### config.mk
export PLATFORM = sky130hd
export DESIGN_NAME = fixed_length_frame_deframer_flat
export DESIGN_NICKNAME = d
export VERILOG_FILES = /design/src/hw/rtl/fld_pkg.sv /design/src/hw/rtl/fld_in_if.sv /design/src/hw/rtl/fld_out_if.sv /design/src/hw/rtl/fixed_length_frame_deframer.sv /design/src/flat_wrapper.sv
export SDC_FILE = /design/constraint.sdc
export NUM_CORES = 1
export LEC_CHECK = 0
export BUFFER_PORTS_ARGS = -buffer_cell sky130_fd_sc_hd__buf_4
export CORE_UTILIZATION = 30
export CTS_CLUSTER_DIAMETER = 150
export DETAILED_ROUTE_END_ITERATION = 6
export PLACE_DENSITY = 0.49
export SLEW_MARGIN = 20
export SYNTH_ARGS = -nofsm -noshare
export SYNTH_HDL_FRONTEND = slang
export SYNTH_SLANG_ARGS = --single-unit
### constraint.sdc
create_clock -name clk -period 3.5 [get_ports clk]
set_input_delay 0.7 -clock clk [delete_from_list [all_inputs] [get_ports clk]]
set_output_delay 0.7 -clock clk [all_outputs]
set_load 0.005 [all_outputs]
### src/hw/rtl/fld_pkg.sv
// Shared types and constants for the fixed-length frame deframer.
// No dependencies; compile before the channel interfaces and the RTL.
package fld_pkg;

	localparam int unsigned TIMEOUT_W   = 16;
	localparam int unsigned BYTE_W      = 8;
	localparam int unsigned INDEX_W     = 6;
	localparam int unsigned FRAME_CNT_W = 32;

	localparam logic [TIMEOUT_W-1:0] TIMEOUT_RST = 16'd500;
	localparam logic [TIMEOUT_W-1:0] IDLE_MAX    = 16'hFFFF;

	localparam logic [BYTE_W-1:0] HDR0_BYTE  = 8'hAA;
	localparam logic [BYTE_W-1:0] HDR1_BYTE  = 8'hBB;
	localparam logic [BYTE_W-1:0] TAIL0_BYTE = 8'hCC;
	localparam logic [BYTE_W-1:0] TAIL1_BYTE = 8'hDD;

	// input item kinds
	localparam logic KIND_BYTE = 1'b0;
	localparam logic KIND_TICK = 1'b1;

	// result item kinds
	localparam logic RES_PAYLOAD = 1'b0;
	localparam logic RES_STATUS  = 1'b1;

	// parser phase; the three spare codes fall back to the header search
	typedef enum logic [2:0] {
		PH_HEAD0 = 3'd0,
		PH_HEAD1 = 3'd1,
		PH_DATA  = 3'd2,
		PH_TAIL0 = 3'd3,
		PH_TAIL1 = 3'd4
	} phase_t;

	// sequencer state
	typedef enum logic [1:0] {
		ST_IDLE = 2'd0,
		ST_RD   = 2'd1,
		ST_EMIT = 2'd2
	} seq_state_t;

endpackage

### src/hw/rtl/fld_in_if.sv
// Input channel of the deframer: valid/ready plus one received word.
// Depends on fld_pkg for field widths.
interface fld_in_if;
	import fld_pkg::*;

	logic              valid;
	logic              ready;
	logic              kind;
	logic [BYTE_W-1:0] rx_byte;

	modport source (output valid, output kind, output rx_byte, input ready);
	modport sink   (input valid, input kind, input rx_byte, output ready);

endinterface

### src/hw/rtl/fld_out_if.sv
// Output channel of the deframer: valid/ready plus one result word.
// Depends on fld_pkg for field widths.
interface fld_out_if;
	import fld_pkg::*;

	logic                   valid;
	logic                   ready;
	logic                   result_kind;
	logic [BYTE_W-1:0]      payload_byte;
	logic [INDEX_W-1:0]     payload_index;
	logic                   last_of_frame;
	logic [FRAME_CNT_W-1:0] frame_number;
	logic                   link_up;

	modport source (
		output valid, output result_kind, output payload_byte, output payload_index,
		output last_of_frame, output frame_number, output link_up, input ready
	);
	modport sink (
		input valid, input result_kind, input payload_byte, input payload_index,
		input last_of_frame, input frame_number, input link_up, output ready
	);

endinterface

### src/hw/rtl/fixed_length_frame_deframer.sv
// Fixed-length frame deframer with link watchdog: header/tail parser,
// payload buffer memory, drain sequencer and idle-tick timer.
// Depends on fld_pkg, fld_in_if and fld_out_if.
//
//   channel   dir   handshake      word
//   in_ch     in    valid/ready    kind, rx_byte
//   out_ch    out   valid/ready    result_kind .. link_up (one result)
//   cfg_wr_*  in    write enable   timeout_ms
//
// A byte or tick word is taken when the sequencer is idle and the output
// register is free or being emptied. A good tail starts a drain of the
// payload memory through its single read port: each payload byte is read,
// then loaded into the output register, with output stalls holding the
// drain and in_ch.ready low throughout. Reset puts the parser in header
// search and clears counters; the payload memory is not cleared.
module fixed_length_frame_deframer #(
	parameter int unsigned PAYLOAD_LEN = 16
) (
	input  logic                         clk,
	input  logic                         arst_n,
	input  logic                         cfg_wr_en,
	input  logic [fld_pkg::TIMEOUT_W-1:0] cfg_wr_data,
	fld_in_if.sink                       in_ch,
	fld_out_if.source                    out_ch
);
	import fld_pkg::*;

	localparam int unsigned AW = (PAYLOAD_LEN > 1) ? $clog2(PAYLOAD_LEN) : 1;
	localparam int unsigned CW = $clog2(PAYLOAD_LEN + 1);
	localparam logic [AW-1:0] LAST_IDX = AW'(PAYLOAD_LEN - 1);
	localparam logic [CW-1:0] LEN_C    = CW'(PAYLOAD_LEN);

	logic [TIMEOUT_W-1:0]   timeout_q;
	phase_t                 phase_q, phase_d;
	logic [CW-1:0]          byte_count_q;
	logic [FRAME_CNT_W-1:0] good_frames_q;
	logic [TIMEOUT_W-1:0]   idle_ticks_q;
	logic                   seen_frame_q;
	seq_state_t             state_q, state_d;
	logic [AW-1:0]          rd_idx_q;
	logic [BYTE_W-1:0]      rd_data_q;
	logic [BYTE_W-1:0]      mem_q [PAYLOAD_LEN];

	logic                   out_valid_q;
	logic                   out_kind_q;
	logic [BYTE_W-1:0]      out_byte_q;
	logic [INDEX_W-1:0]     out_index_q;
	logic                   out_last_q;
	logic [FRAME_CNT_W-1:0] out_frame_q;
	logic                   out_up_q;

	logic                   slot_free;
	logic                   accept;
	logic                   acc_tick;
	logic                   acc_byte;
	logic                   hdr_done;
	logic                   good_tail;
	logic                   data_wr;
	logic [CW-1:0]          count_inc;
	logic [TIMEOUT_W-1:0]   idle_next;
	logic                   load_byte;

	assign slot_free = !out_valid_q || out_ch.ready;
	assign in_ch.ready = (state_q == ST_IDLE) && slot_free;
	assign accept    = in_ch.valid && in_ch.ready;
	assign acc_tick  = accept && (in_ch.kind == KIND_TICK);
	assign acc_byte  = accept && (in_ch.kind == KIND_BYTE);
	assign hdr_done  = acc_byte && (phase_q == PH_HEAD1) && (in_ch.rx_byte == HDR1_BYTE);
	assign good_tail = acc_byte && (phase_q == PH_TAIL1) && (in_ch.rx_byte == TAIL1_BYTE);
	assign data_wr   = acc_byte && (phase_q == PH_DATA);
	assign count_inc = byte_count_q + CW'(1);
	assign idle_next = (idle_ticks_q == IDLE_MAX) ? idle_ticks_q : idle_ticks_q + TIMEOUT_W'(1);

	// sequencer: next state and drain load
	always_comb begin
		state_d     = state_q;
		load_byte   = 1'b0;
		case (state_q)
			ST_IDLE: begin
				if (good_tail) begin
					state_d = ST_RD;
				end
			end
			ST_RD: begin
				state_d = ST_EMIT;
			end
			ST_EMIT: begin
				if (slot_free) begin
					load_byte = 1'b1;
					state_d   = (rd_idx_q == LAST_IDX) ? ST_IDLE : ST_RD;
				end
			end
			default: begin
				state_d = ST_IDLE;
			end
		endcase
	end

	always_ff @(posedge clk or negedge arst_n) begin
		if (!arst_n) begin
			state_q <= ST_IDLE;
		end else begin
			state_q <= state_d;
		end
	end

	always_ff @(posedge clk or negedge arst_n) begin
		if (!arst_n) begin
			timeout_q <= TIMEOUT_RST;
		end else if (cfg_wr_en) begin
			timeout_q <= cfg_wr_data;
		end
	end

	// header/tail parser: next phase
	always_comb begin
		phase_d = phase_q;
		if (acc_byte) begin
			case (phase_q)
				PH_HEAD0: begin
					if (in_ch.rx_byte == HDR0_BYTE) begin
						phase_d = PH_HEAD1;
					end
				end
				PH_HEAD1: begin
					if (in_ch.rx_byte == HDR1_BYTE) begin
						phase_d = PH_DATA;
					end else if (in_ch.rx_byte != HDR0_BYTE) begin
						phase_d = PH_HEAD0;
					end
				end
				PH_DATA: begin
					if (count_inc >= LEN_C) begin
						phase_d = PH_TAIL0;
					end
				end
				PH_TAIL0: begin
					phase_d = (in_ch.rx_byte == TAIL0_BYTE) ? PH_TAIL1 : PH_HEAD0;
				end
				PH_TAIL1: begin
					phase_d = PH_HEAD0;
				end
				default: begin
					phase_d = PH_HEAD0;
				end
			endcase
		end
	end

	always_ff @(posedge clk or negedge arst_n) begin
		if (!arst_n) begin
			phase_q <= PH_HEAD0;
		end else begin
			phase_q <= phase_d;
		end
	end

	// frame bookkeeping
	always_ff @(posedge clk or negedge arst_n) begin
		if (!arst_n) begin
			byte_count_q  <= '0;
			good_frames_q <= '0;
			idle_ticks_q  <= '0;
			seen_frame_q  <= 1'b0;
		end else if (acc_tick) begin
			idle_ticks_q <= idle_next;
		end else if (good_tail) begin
			good_frames_q <= good_frames_q + FRAME_CNT_W'(1);
			idle_ticks_q  <= '0;
			seen_frame_q  <= 1'b1;
		end else if (data_wr) begin
			byte_count_q <= count_inc;
		end else if (hdr_done) begin
			byte_count_q <= '0;
		end
	end

	// payload buffer: one write port, one registered read port
	always_ff @(posedge clk) begin
		if (data_wr) begin
			mem_q[byte_count_q[AW-1:0]] <= in_ch.rx_byte;
		end
	end

	always_ff @(posedge clk) begin
		if (state_q == ST_RD) begin
			rd_data_q <= mem_q[rd_idx_q];
		end
	end

	always_ff @(posedge clk or negedge arst_n) begin
		if (!arst_n) begin
			rd_idx_q <= '0;
		end else if (good_tail) begin
			rd_idx_q <= '0;
		end else if (load_byte) begin
			rd_idx_q <= rd_idx_q + AW'(1);
		end
	end

	// output register: status word on a tick, payload word during drain
	always_ff @(posedge clk or negedge arst_n) begin
		if (!arst_n) begin
			out_valid_q <= 1'b0;
		end else if (acc_tick || load_byte) begin
			out_valid_q <= 1'b1;
		end else if (out_ch.ready) begin
			out_valid_q <= 1'b0;
		end
	end

	always_ff @(posedge clk) begin
		if (acc_tick) begin
			out_kind_q  <= RES_STATUS;
			out_byte_q  <= '0;
			out_index_q <= '0;
			out_last_q  <= 1'b1;
			out_frame_q <= good_frames_q;
			out_up_q    <= seen_frame_q && (idle_next < timeout_q);
		end else if (load_byte) begin
			out_kind_q  <= RES_PAYLOAD;
			out_byte_q  <= rd_data_q;
			out_index_q <= INDEX_W'(rd_idx_q);
			out_last_q  <= (rd_idx_q == LAST_IDX);
			out_frame_q <= good_frames_q;
			out_up_q    <= 1'b1;
		end
	end

	assign out_ch.valid         = out_valid_q;
	assign out_ch.result_kind   = out_kind_q;
	assign out_ch.payload_byte  = out_byte_q;
	assign out_ch.payload_index = out_index_q;
	assign out_ch.last_of_frame = out_last_q;
	assign out_ch.frame_number  = out_frame_q;
	assign out_ch.link_up       = out_up_q;

endmodule

### src/flat_wrapper.sv
// flat-port wrapper written by rule: the top's interface ports become plain ports
module fixed_length_frame_deframer_flat import fld_pkg::*;
#(
	parameter int unsigned PAYLOAD_LEN = 16
)
  (clk, arst_n, cfg_wr_en, cfg_wr_data, in_ch_valid, in_ch_kind, in_ch_rx_byte, in_ch_ready, out_ch_valid, out_ch_result_kind, out_ch_payload_byte, out_ch_payload_index, out_ch_last_of_frame, out_ch_frame_number, out_ch_link_up, out_ch_ready);
  fld_in_if in_ch_i ();
  fld_out_if out_ch_i ();
  input  logic clk;
  input  logic arst_n;
  input  logic cfg_wr_en;
  input  logic [fld_pkg::TIMEOUT_W-1:0] cfg_wr_data;
  input wire logic [$bits(in_ch_i.valid)-1:0] in_ch_valid;
  input wire logic [$bits(in_ch_i.kind)-1:0] in_ch_kind;
  input wire logic [$bits(in_ch_i.rx_byte)-1:0] in_ch_rx_byte;
  output wire logic [$bits(in_ch_i.ready)-1:0] in_ch_ready;
  output wire logic [$bits(out_ch_i.valid)-1:0] out_ch_valid;
  output wire logic [$bits(out_ch_i.result_kind)-1:0] out_ch_result_kind;
  output wire logic [$bits(out_ch_i.payload_byte)-1:0] out_ch_payload_byte;
  output wire logic [$bits(out_ch_i.payload_index)-1:0] out_ch_payload_index;
  output wire logic [$bits(out_ch_i.last_of_frame)-1:0] out_ch_last_of_frame;
  output wire logic [$bits(out_ch_i.frame_number)-1:0] out_ch_frame_number;
  output wire logic [$bits(out_ch_i.link_up)-1:0] out_ch_link_up;
  input wire logic [$bits(out_ch_i.ready)-1:0] out_ch_ready;
  assign in_ch_i.valid = in_ch_valid;
  assign in_ch_i.kind = in_ch_kind;
  assign in_ch_i.rx_byte = in_ch_rx_byte;
  assign in_ch_ready = in_ch_i.ready;
  assign out_ch_valid = out_ch_i.valid;
  assign out_ch_result_kind = out_ch_i.result_kind;
  assign out_ch_payload_byte = out_ch_i.payload_byte;
  assign out_ch_payload_index = out_ch_i.payload_index;
  assign out_ch_last_of_frame = out_ch_i.last_of_frame;
  assign out_ch_frame_number = out_ch_i.frame_number;
  assign out_ch_link_up = out_ch_i.link_up;
  assign out_ch_i.ready = out_ch_ready;
  fixed_length_frame_deframer #(.PAYLOAD_LEN(PAYLOAD_LEN)) u_core (.clk(clk), .arst_n(arst_n), .cfg_wr_en(cfg_wr_en), .cfg_wr_data(cfg_wr_data), .in_ch(in_ch_i), .out_ch(out_ch_i));
endmodule
==> flow_summary_export.csv, run 1 <==
group,metric,value,unit
detailed_routing,vias_per_cell,4.80,
clock_network,h-tree-depth,1,
detailed_routing,vias,6529,
worst_setup_path,cp_slowest_cell,"dfrtp_1",
place,place_inst,1303,
floorplan,die_area,37700,um2
clock_network,cts_tree,"done",
finish,post-route-util,37.1,%
synthesis,yosysWarnings,0,
place,portBuffers,78,
global_route,grt_pass1_vias,6638,
sta,hold_viol,0,
finish,nets,926,
detailed_routing,wl_met2,11300,um
finish,n_antenna_cell,0,
sta,fin_crit,3.17,ns
detailed_routing,final_antenna_net_count,0,
floorplan,core,35900,um2
worst_setup_path,required,3.89,ns
status,status,"finished clean",
floorplan,die_x,194,um
global_route,grt_usage,13.2,%
hold_path,hp-class,"input port to asynchronous set/reset pin",
worst_setup_path,worstSetupPathType,"flop to flop",
detailed_routing,dr.first_iter.drc_count,443,
worst_setup_path,path_buf_inv,1,
global_route,overflow,0,
detailed_routing,met3_length,1120,um
power,peakVddDrop,0.342,mV
detailed_routing,routed_wire_length_per_instance,18.0,um
finish,instances_no_fill,1359,
power,cellLeakagePower,5.06,nW
detailed_routing,drt_first_pass_iters,5,
worst_setup_path,worst-r2r-setup-slack,0.33,ns
job,maxCapViolations,0,
floorplan,initial_core_util,30.8,%
power,powerDensity,549,nW/um2
worst_setup_path,crit_path_start_kind,"flop",
synthesis,synth-seq-cells,263,
synthesis,ys_async_sr_fraction,30.4,%
synthesis,syn-mean-instance-area,14.4,um2
worst_setup_path,worstReg2RegEnd,"u_core.out_ch.link_up",
place,post_dp_cell_area,12300,um2
power,switchingPower,1.74,mW
finish,finalInstanceArea,13300,um2
worst_setup_path,crit_family,"simple AND/OR/NAND/NOR gates",
floorplan,num_io_pins,81,
detailed_routing,drt-total-wl,24400,um
place,dp_hpwl,16600,um
sta,finalCritPeriodShare,90.6,%
power,p_comb_share,8.8,%
sta,clock.fmax,315,MHz
worst_setup_path,worstRegToRegCells,11,
sta,skew,0.0253,ns
synthesis,synth_ff_type,"edfxtp_1",
place,gp_congestion,0.838,
detailed_routing,wl_met1,11500,um
sta,maxSlewViolCount,0,
finish,drive_gt1_share,22.9,%
sta,tns,0,ns
power,swShare,23.9,%
global_route,grt_pass1_wl,39200,um
sta,slew_headroom,43.7,%
floorplan,rows,69,
power,seqPwrFrac,48.9,%
detailed_routing,drcViolationCount,0,
clock_network,insertion_delay,0.56,ns
global_route,grt_max_degree,47,
clock_network,cts_setup_buffers,0,
worst_setup_path,cp_cell_sequence,"nand4_1 > nor2_1 > a31oi_1 > buf_4 > nand2_1 > xnor2_1 > ha_1 > and4_1 > a221oi_1 > o21ai_0 > nand3_1",
worst_setup_path,critPathMaxStageDelay,0.46,ns
clock_network,cts_sinks,263,
clock_network,cts.clk_slew.worst_paths,0.06,ns
clock_network,cts-resized-gates,0,
global_route,antenna_found_initial,0,
synthesis,synth_cell_types,57,
synthesis,syn_inst,770,
clock_network,cts_root_buf,"clkbuf_16",
finish,area_growth,20.3,%
detailed_routing,routed.top_layer,"met4",
sta,setup_viol,0,
synthesis,ys_seq_area_share,66.5,%
worst_setup_path,crit_cells,11,
clock_network,hold_buffers,0,
floorplan,die_h,194,um
power,p_clk_share,42.3,%
worst_setup_path,crit_arrival,3.56,ns
sta,worst_slew_pin_slew,0.843,ns
clock_network,cts-buffers-inserted,30,
worst_setup_path,crit_path_end_kind,"flop",
power,finalPower,7.30,mW
power,internal_power,5.56,mW
worst_setup_path,r2r-start,"u_core.idle_ticks_q[11]",
synthesis,synth_area,11100,um2
worst_setup_path,worstPathMaxFanout,10,
synthesis,synth_edf_count,169,
sta,rsz0062_at_grt,"false",
clock_network,clockBufferDepth,3,
-- kinds of logic (layout without fill, tap and decap cells) --
| logic type | after synthesis | count (layout) | synth area share, % |
|---|---|---|---|
| AO/OA/AOI/OAI | 86 | 86 | 5.08 |
| XOR/XNOR | 46 | 46 | 3.64 |
| adder cells (fa/ha/maj) | 22 | 22 | 2.49 |
| buffers and inverters | 63 | 190 | 2.34 |
| flip-flops | 263 | 263 | 66.5 |
| multiplexers | 49 | 49 | 9.00 |
| other | 1 | 2 | 0.0339 |
| AND/OR/NAND/NOR | 240 | 240 | 10.9 |
-- final cells by class --
class / count / area (um2)
multi-input combinational: 445 / 3450
clock buffer: 39 / 837
clock inverter: 17 / 148
tap: 461 / 577
fill: 3465 / 22600
sequential: 263 / 7370
inverter: 29 / 109
timing repair buffer: 105 / 826
-- worst register-to-register path, stage by stage, from the launching register on --
cell,delay [ns]
dfrtp_1,0.46
nand4_1,0.22
nor2_1,0.43
a31oi_1,0.32
buf_4,0.26
nand2_1,0.07
xnor2_1,0.14
ha_1,0.27
and4_1,0.22
a221oi_1,0.35
o21ai_0,0.15
nand3_1,0.11
-- per-stage QoR --
step,worst slack (ns),hold WS [ns]
CTS,0.400,0.110
detailed placement,0.446,0.433
global placement,0.457,0.431
global route,0.112,0.128
floorplan,0.664,0.404
finish,0.330,0.106
-- placed cells by master, fill, tap and decap left out, types with 26 or more instances in the layout --
| cell type | Yosys | layout |
|---|---|---|
| edfxtp_1 | 169 | 169 |
| buf_4 | 2 | 102 |
| nand2_1 | 90 | 90 |
| dfrtp_1 | 74 | 73 |
| mux4_2 | 40 | 40 |
| nor2_1 | 34 | 34 |
| clkbuf_16 | 0 | 32 |
| nand3_1 | 30 | 30 |
| inv_1 | 29 | 29 |
| xor2_1 | 27 | 27 |
| o21ai_0 | 26 | 26 |
-- synth_stat cells (17+ instances only) --
library cell,number,area share [%]
nand3_1,30,1.4
nand2_1,90,3.1
o21ai_0,26,1.2
xor2_1,27,2.1
clkbuf_1,19,0.64
a21oi_1,17,0.77
dfrtp_1,74,17
edfxtp_1,169,46
nor2_1,34,1.2
mux4_2,40,8.1
ha_1,22,2.5
xnor2_1,19,1.5
inv_1,29,0.98
-- registers in the layout (all words and copies together), names as in the netlist --
| name | cells |
|---|---|
| u_core.out_ch.payload_index | 4 |
| u_core.seen_frame_q | 1 |
| u_core.state_q | 2 |
| u_core.mem_q | 128 |
| u_core.idle_ticks_q | 16 |
| u_core.out_ch.last_of_frame | 1 |
| u_core.phase_q | 3 |
| u_core.byte_count_q | 5 |
| u_core.out_ch.result_kind | 1 |
| u_core.good_frames_q | 32 |
| u_core.out_ch.link_up | 1 |
| u_core.rd_data_q | 8 |
| u_core.out_ch.valid | 1 |
| u_core.timeout_q | 16 |
| u_core.out_ch.payload_byte | 8 |
| u_core.rd_idx_q | 4 |
| u_core.out_ch.frame_number | 32 |
-- layer usage --
layer,GRT usage (%),up-vias
met1,18.7,3256
met4,3.12,0
met5,0,-
met3,2.07,37
met2,21.3,150
li1,-,3086
-- how the worst max path moves through the flow --
stage / start / endpoint / slack (ns)
after global placement: u_core.idle_ticks_q[11] / u_core.out_ch.link_up / 0.46
final: u_core.idle_ticks_q[11] / u_core.out_ch.link_up / 0.33
after detailed placement: u_core.idle_ticks_q[0] / u_core.out_ch.link_up / 0.45
after CTS: u_core.idle_ticks_q[11] / u_core.out_ch.link_up / 0.40
after floorplan: out_ch_ready / u_core.out_ch.frame_number[0] / 0.66
after global routing: u_core.idle_ticks_q[11] / u_core.out_ch.link_up / 0.11
-- power by group through the flow --
stage               registers [mW]  logic (mW)  clock network [mW]
CTS                           3.57       0.659                3.19
floorplan                     3.58       0.433                   0
finish                        3.57       0.646                3.09
global placement              3.63       0.654                   0
detailed placement            3.63       0.655                   0
global route                  3.59       0.727                3.32
No activity file was read; power rests on OpenSTA's default activity.
==> run 2: changes to the inputs <==
Settings changed: CORE_UTILIZATION 30 to 60, PLACE_DENSITY 0.49 to 0.83.
==> flow_summary_export.csv, run 2 (same netlist as run 1, synthesis figures left out) <==
group,metric,value,unit
clock_network,hold_buffers,0,
clock_network,h-tree-depth,1,
clock_network,cts_setup_buffers,0,
sta,slew_headroom,27.5,%
worst_setup_path,cp_cell_sequence,"nand4_1 > nor2_1 > a31oi_1 > nand3_1 > xnor2_1 > ha_1 > a21oi_1 > o21ai_0 > a221oi_1 > o211ai_1 > nand3_1",
sta,setup_viol,0,
detailed_routing,drt-total-wl,23700,um
detailed_routing,drcViolationCount,0,
finish,drive_gt1_share,21.1,%
clock_network,cts.clk_slew.worst_paths,0.07,ns
floorplan,initial_core_util,61.4,%
worst_setup_path,required,3.87,ns
floorplan,die_h,138,um
worst_setup_path,crit_end,"u_core.out_ch.link_up",
detailed_routing,drt_first_pass_iters,5,
detailed_routing,vias_per_cell,6.18,
sta,hold_viol,0,
global_route,antenna_found_initial,0,
finish,fillers,1168,
place,dp_hpwl,15600,um
sta,maxSlewViolCount,0,
finish,largest_reg_flops,128,
clock_network,cts_root_buf,"clkbuf_16",
clock_network,cts_sinks,263,
power,swShare,23.8,%
sta,rsz0062_at_grt,"false",
power,switchingPower,1.68,mW
finish,layout_common_cells,"edfxtp_1 (169), nand2_1 (90), buf_4 (86)",
worst_setup_path,cpMostUsedCell,"nand3_1",
worst_setup_path,cp-startpoint,"u_core.idle_ticks_q[8]",
power,peakVddDrop,0.521,mV
detailed_routing,routed_wire_length_per_instance,21.5,um
worst_setup_path,crit_path_end_kind,"flop",
floorplan,core,18000,um2
worst_setup_path,worstSetupPathType,"flop to flop",
sta,clock.fmax,325,MHz
global_route,use_met2,44.9,%
clock_network,insertion_delay,0.54,ns
worst_setup_path,cp_slowest_cell,"dfrtp_1",
global_route,gr-max-usage-layer,"met2",
floorplan,rows,49,
worst_setup_path,worstReg2RegEnd,"u_core.out_ch.link_up",
worst_setup_path,worstRegToRegCells,11,
sta,skew,0.0246,ns
global_route,grt_pass1_wl,36800,um
power,p_comb_share,9.2,%
floorplan,num_io_pins,81,
worst_setup_path,crit_arrival,3.45,ns
detailed_routing,dr.first_iter.drc_count,627,
finish,area_growth,15.1,%
sta,finalCritPeriodShare,88.0,%
worst_setup_path,r2r-start,"u_core.idle_ticks_q[8]",
job,maxCapViolations,0,
clock_network,cts-resized-gates,0,
sta,fin_crit,3.08,ns
detailed_routing,final_antenna_net_count,0,
power,seqPwrFrac,51.0,%
worst_setup_path,worst-r2r-setup-slack,0.42,ns
global_route,use_met1,34.0,%
power,p_clk_share,39.8,%
sta,worst_slew_pin_slew,1.08,ns
global_route,grt_usage,26.0,%
place,gp_congestion,0.870,
global_route,grt_pass1_vias,6693,
worst_setup_path,critPathMaxStageDelay,0.51,ns
floorplan,die_x,138,um
clock_network,cts-buffers-inserted,26,
finish,multi_input_area,3450,um2
global_route,overflow,0,
sta,whs,0.198,ns
power,cellLeakagePower,4.90,nW
clock_network,clockBufferDepth,3,
place,portBuffers,78,
power,internal_power,5.35,mW
status,status,"finished clean",
global_route,grtUsageMet3,3.68,%
detailed_routing,vias,6807,
finish,n_antenna_cell,0,
finish,nets,905,
sta,tns,0,ns
finish,final_common_cell,"edfxtp_1",
clock_network,cts_tree,"done",
floorplan,die_area,19000,um2
finish,seqCellArea,7370,um2
hold_path,hp-class,"input port to asynchronous set/reset pin",
worst_setup_path,crit_path_start_kind,"flop",
worst_setup_path,worstPathMaxFanout,10,
global_route,grt_max_degree,81,
power,powerDensity,552,nW/um2
[run 2: power by group through the flow]
stage                     sequential (mW)  combinational, mW  clock [mW]
after floorplan                      3.58              0.433           0
after global placement               3.63              0.608           0
after detailed placement             3.64              0.642           0
after CTS                            3.58              0.650        2.83
after global routing                 3.60              0.717        2.93
final                                3.58              0.649        2.79
[run 2: layout make-up]
cell class	count	share of cell area, %
Tap cell	229	2.25
Inverter	29	0.854
Sequential cell	263	57.8
Clock buffer	34	5.50
Timing Repair Buffer	88	5.31
Clock inverter	14	1.20
Multi-Input combinational cell	445	27.1
[run 2: critical path: cells and delay by family (launching register included)]
kind                       cells  cell delay (ns)
xor gates and xnor gates       1             0.13
DFF                            1             0.51
AOI/OAI and AO/OA              5             1.12
adders and majority gates      1             0.27
and+or+nand+nor                4             0.90
[run 2: through the flow]
stage                     cell area (um2)  total power [mW]  std cells  setup slack (ns)  util, %
final                               12700              7.03       1102             0.419     70.7
after detailed placement            11900              4.28       1054             0.411     65.9
after global routing                12700              7.25       1102             0.191     70.7
after global placement              11900              4.23       1054             0.561     65.9
after floorplan                     11100              4.01        771             0.664        -
after CTS                           12700              7.06       1102             0.455     70.7
[run 2: worst min-delay path by stage]
stage / start / to / slack [ns] / cells after the start
after global routing: arst_n / u_core.good_frames_q[14] / 0.26 / 1
after global placement: u_core.out_ch.result_kind / u_core.out_ch.result_kind / 0.43 / 2
after floorplan: arst_n / u_core.byte_count_q[0] / 0.40 / 0
after CTS: arst_n / u_core.good_frames_q[14] / 0.37 / 1
after detailed placement: u_core.good_frames_q[30] / u_core.out_ch.frame_number[30] / 0.44 / 0
final: arst_n / u_core.good_frames_q[14] / 0.20 / 1
[run 2: metal layers]
layer  vias up  part of all wire, %
met4         0                  2.8
met5         -                    0
met3        59                  6.3
li1       3026                    -
met1      3422                   39
met2       300                   51
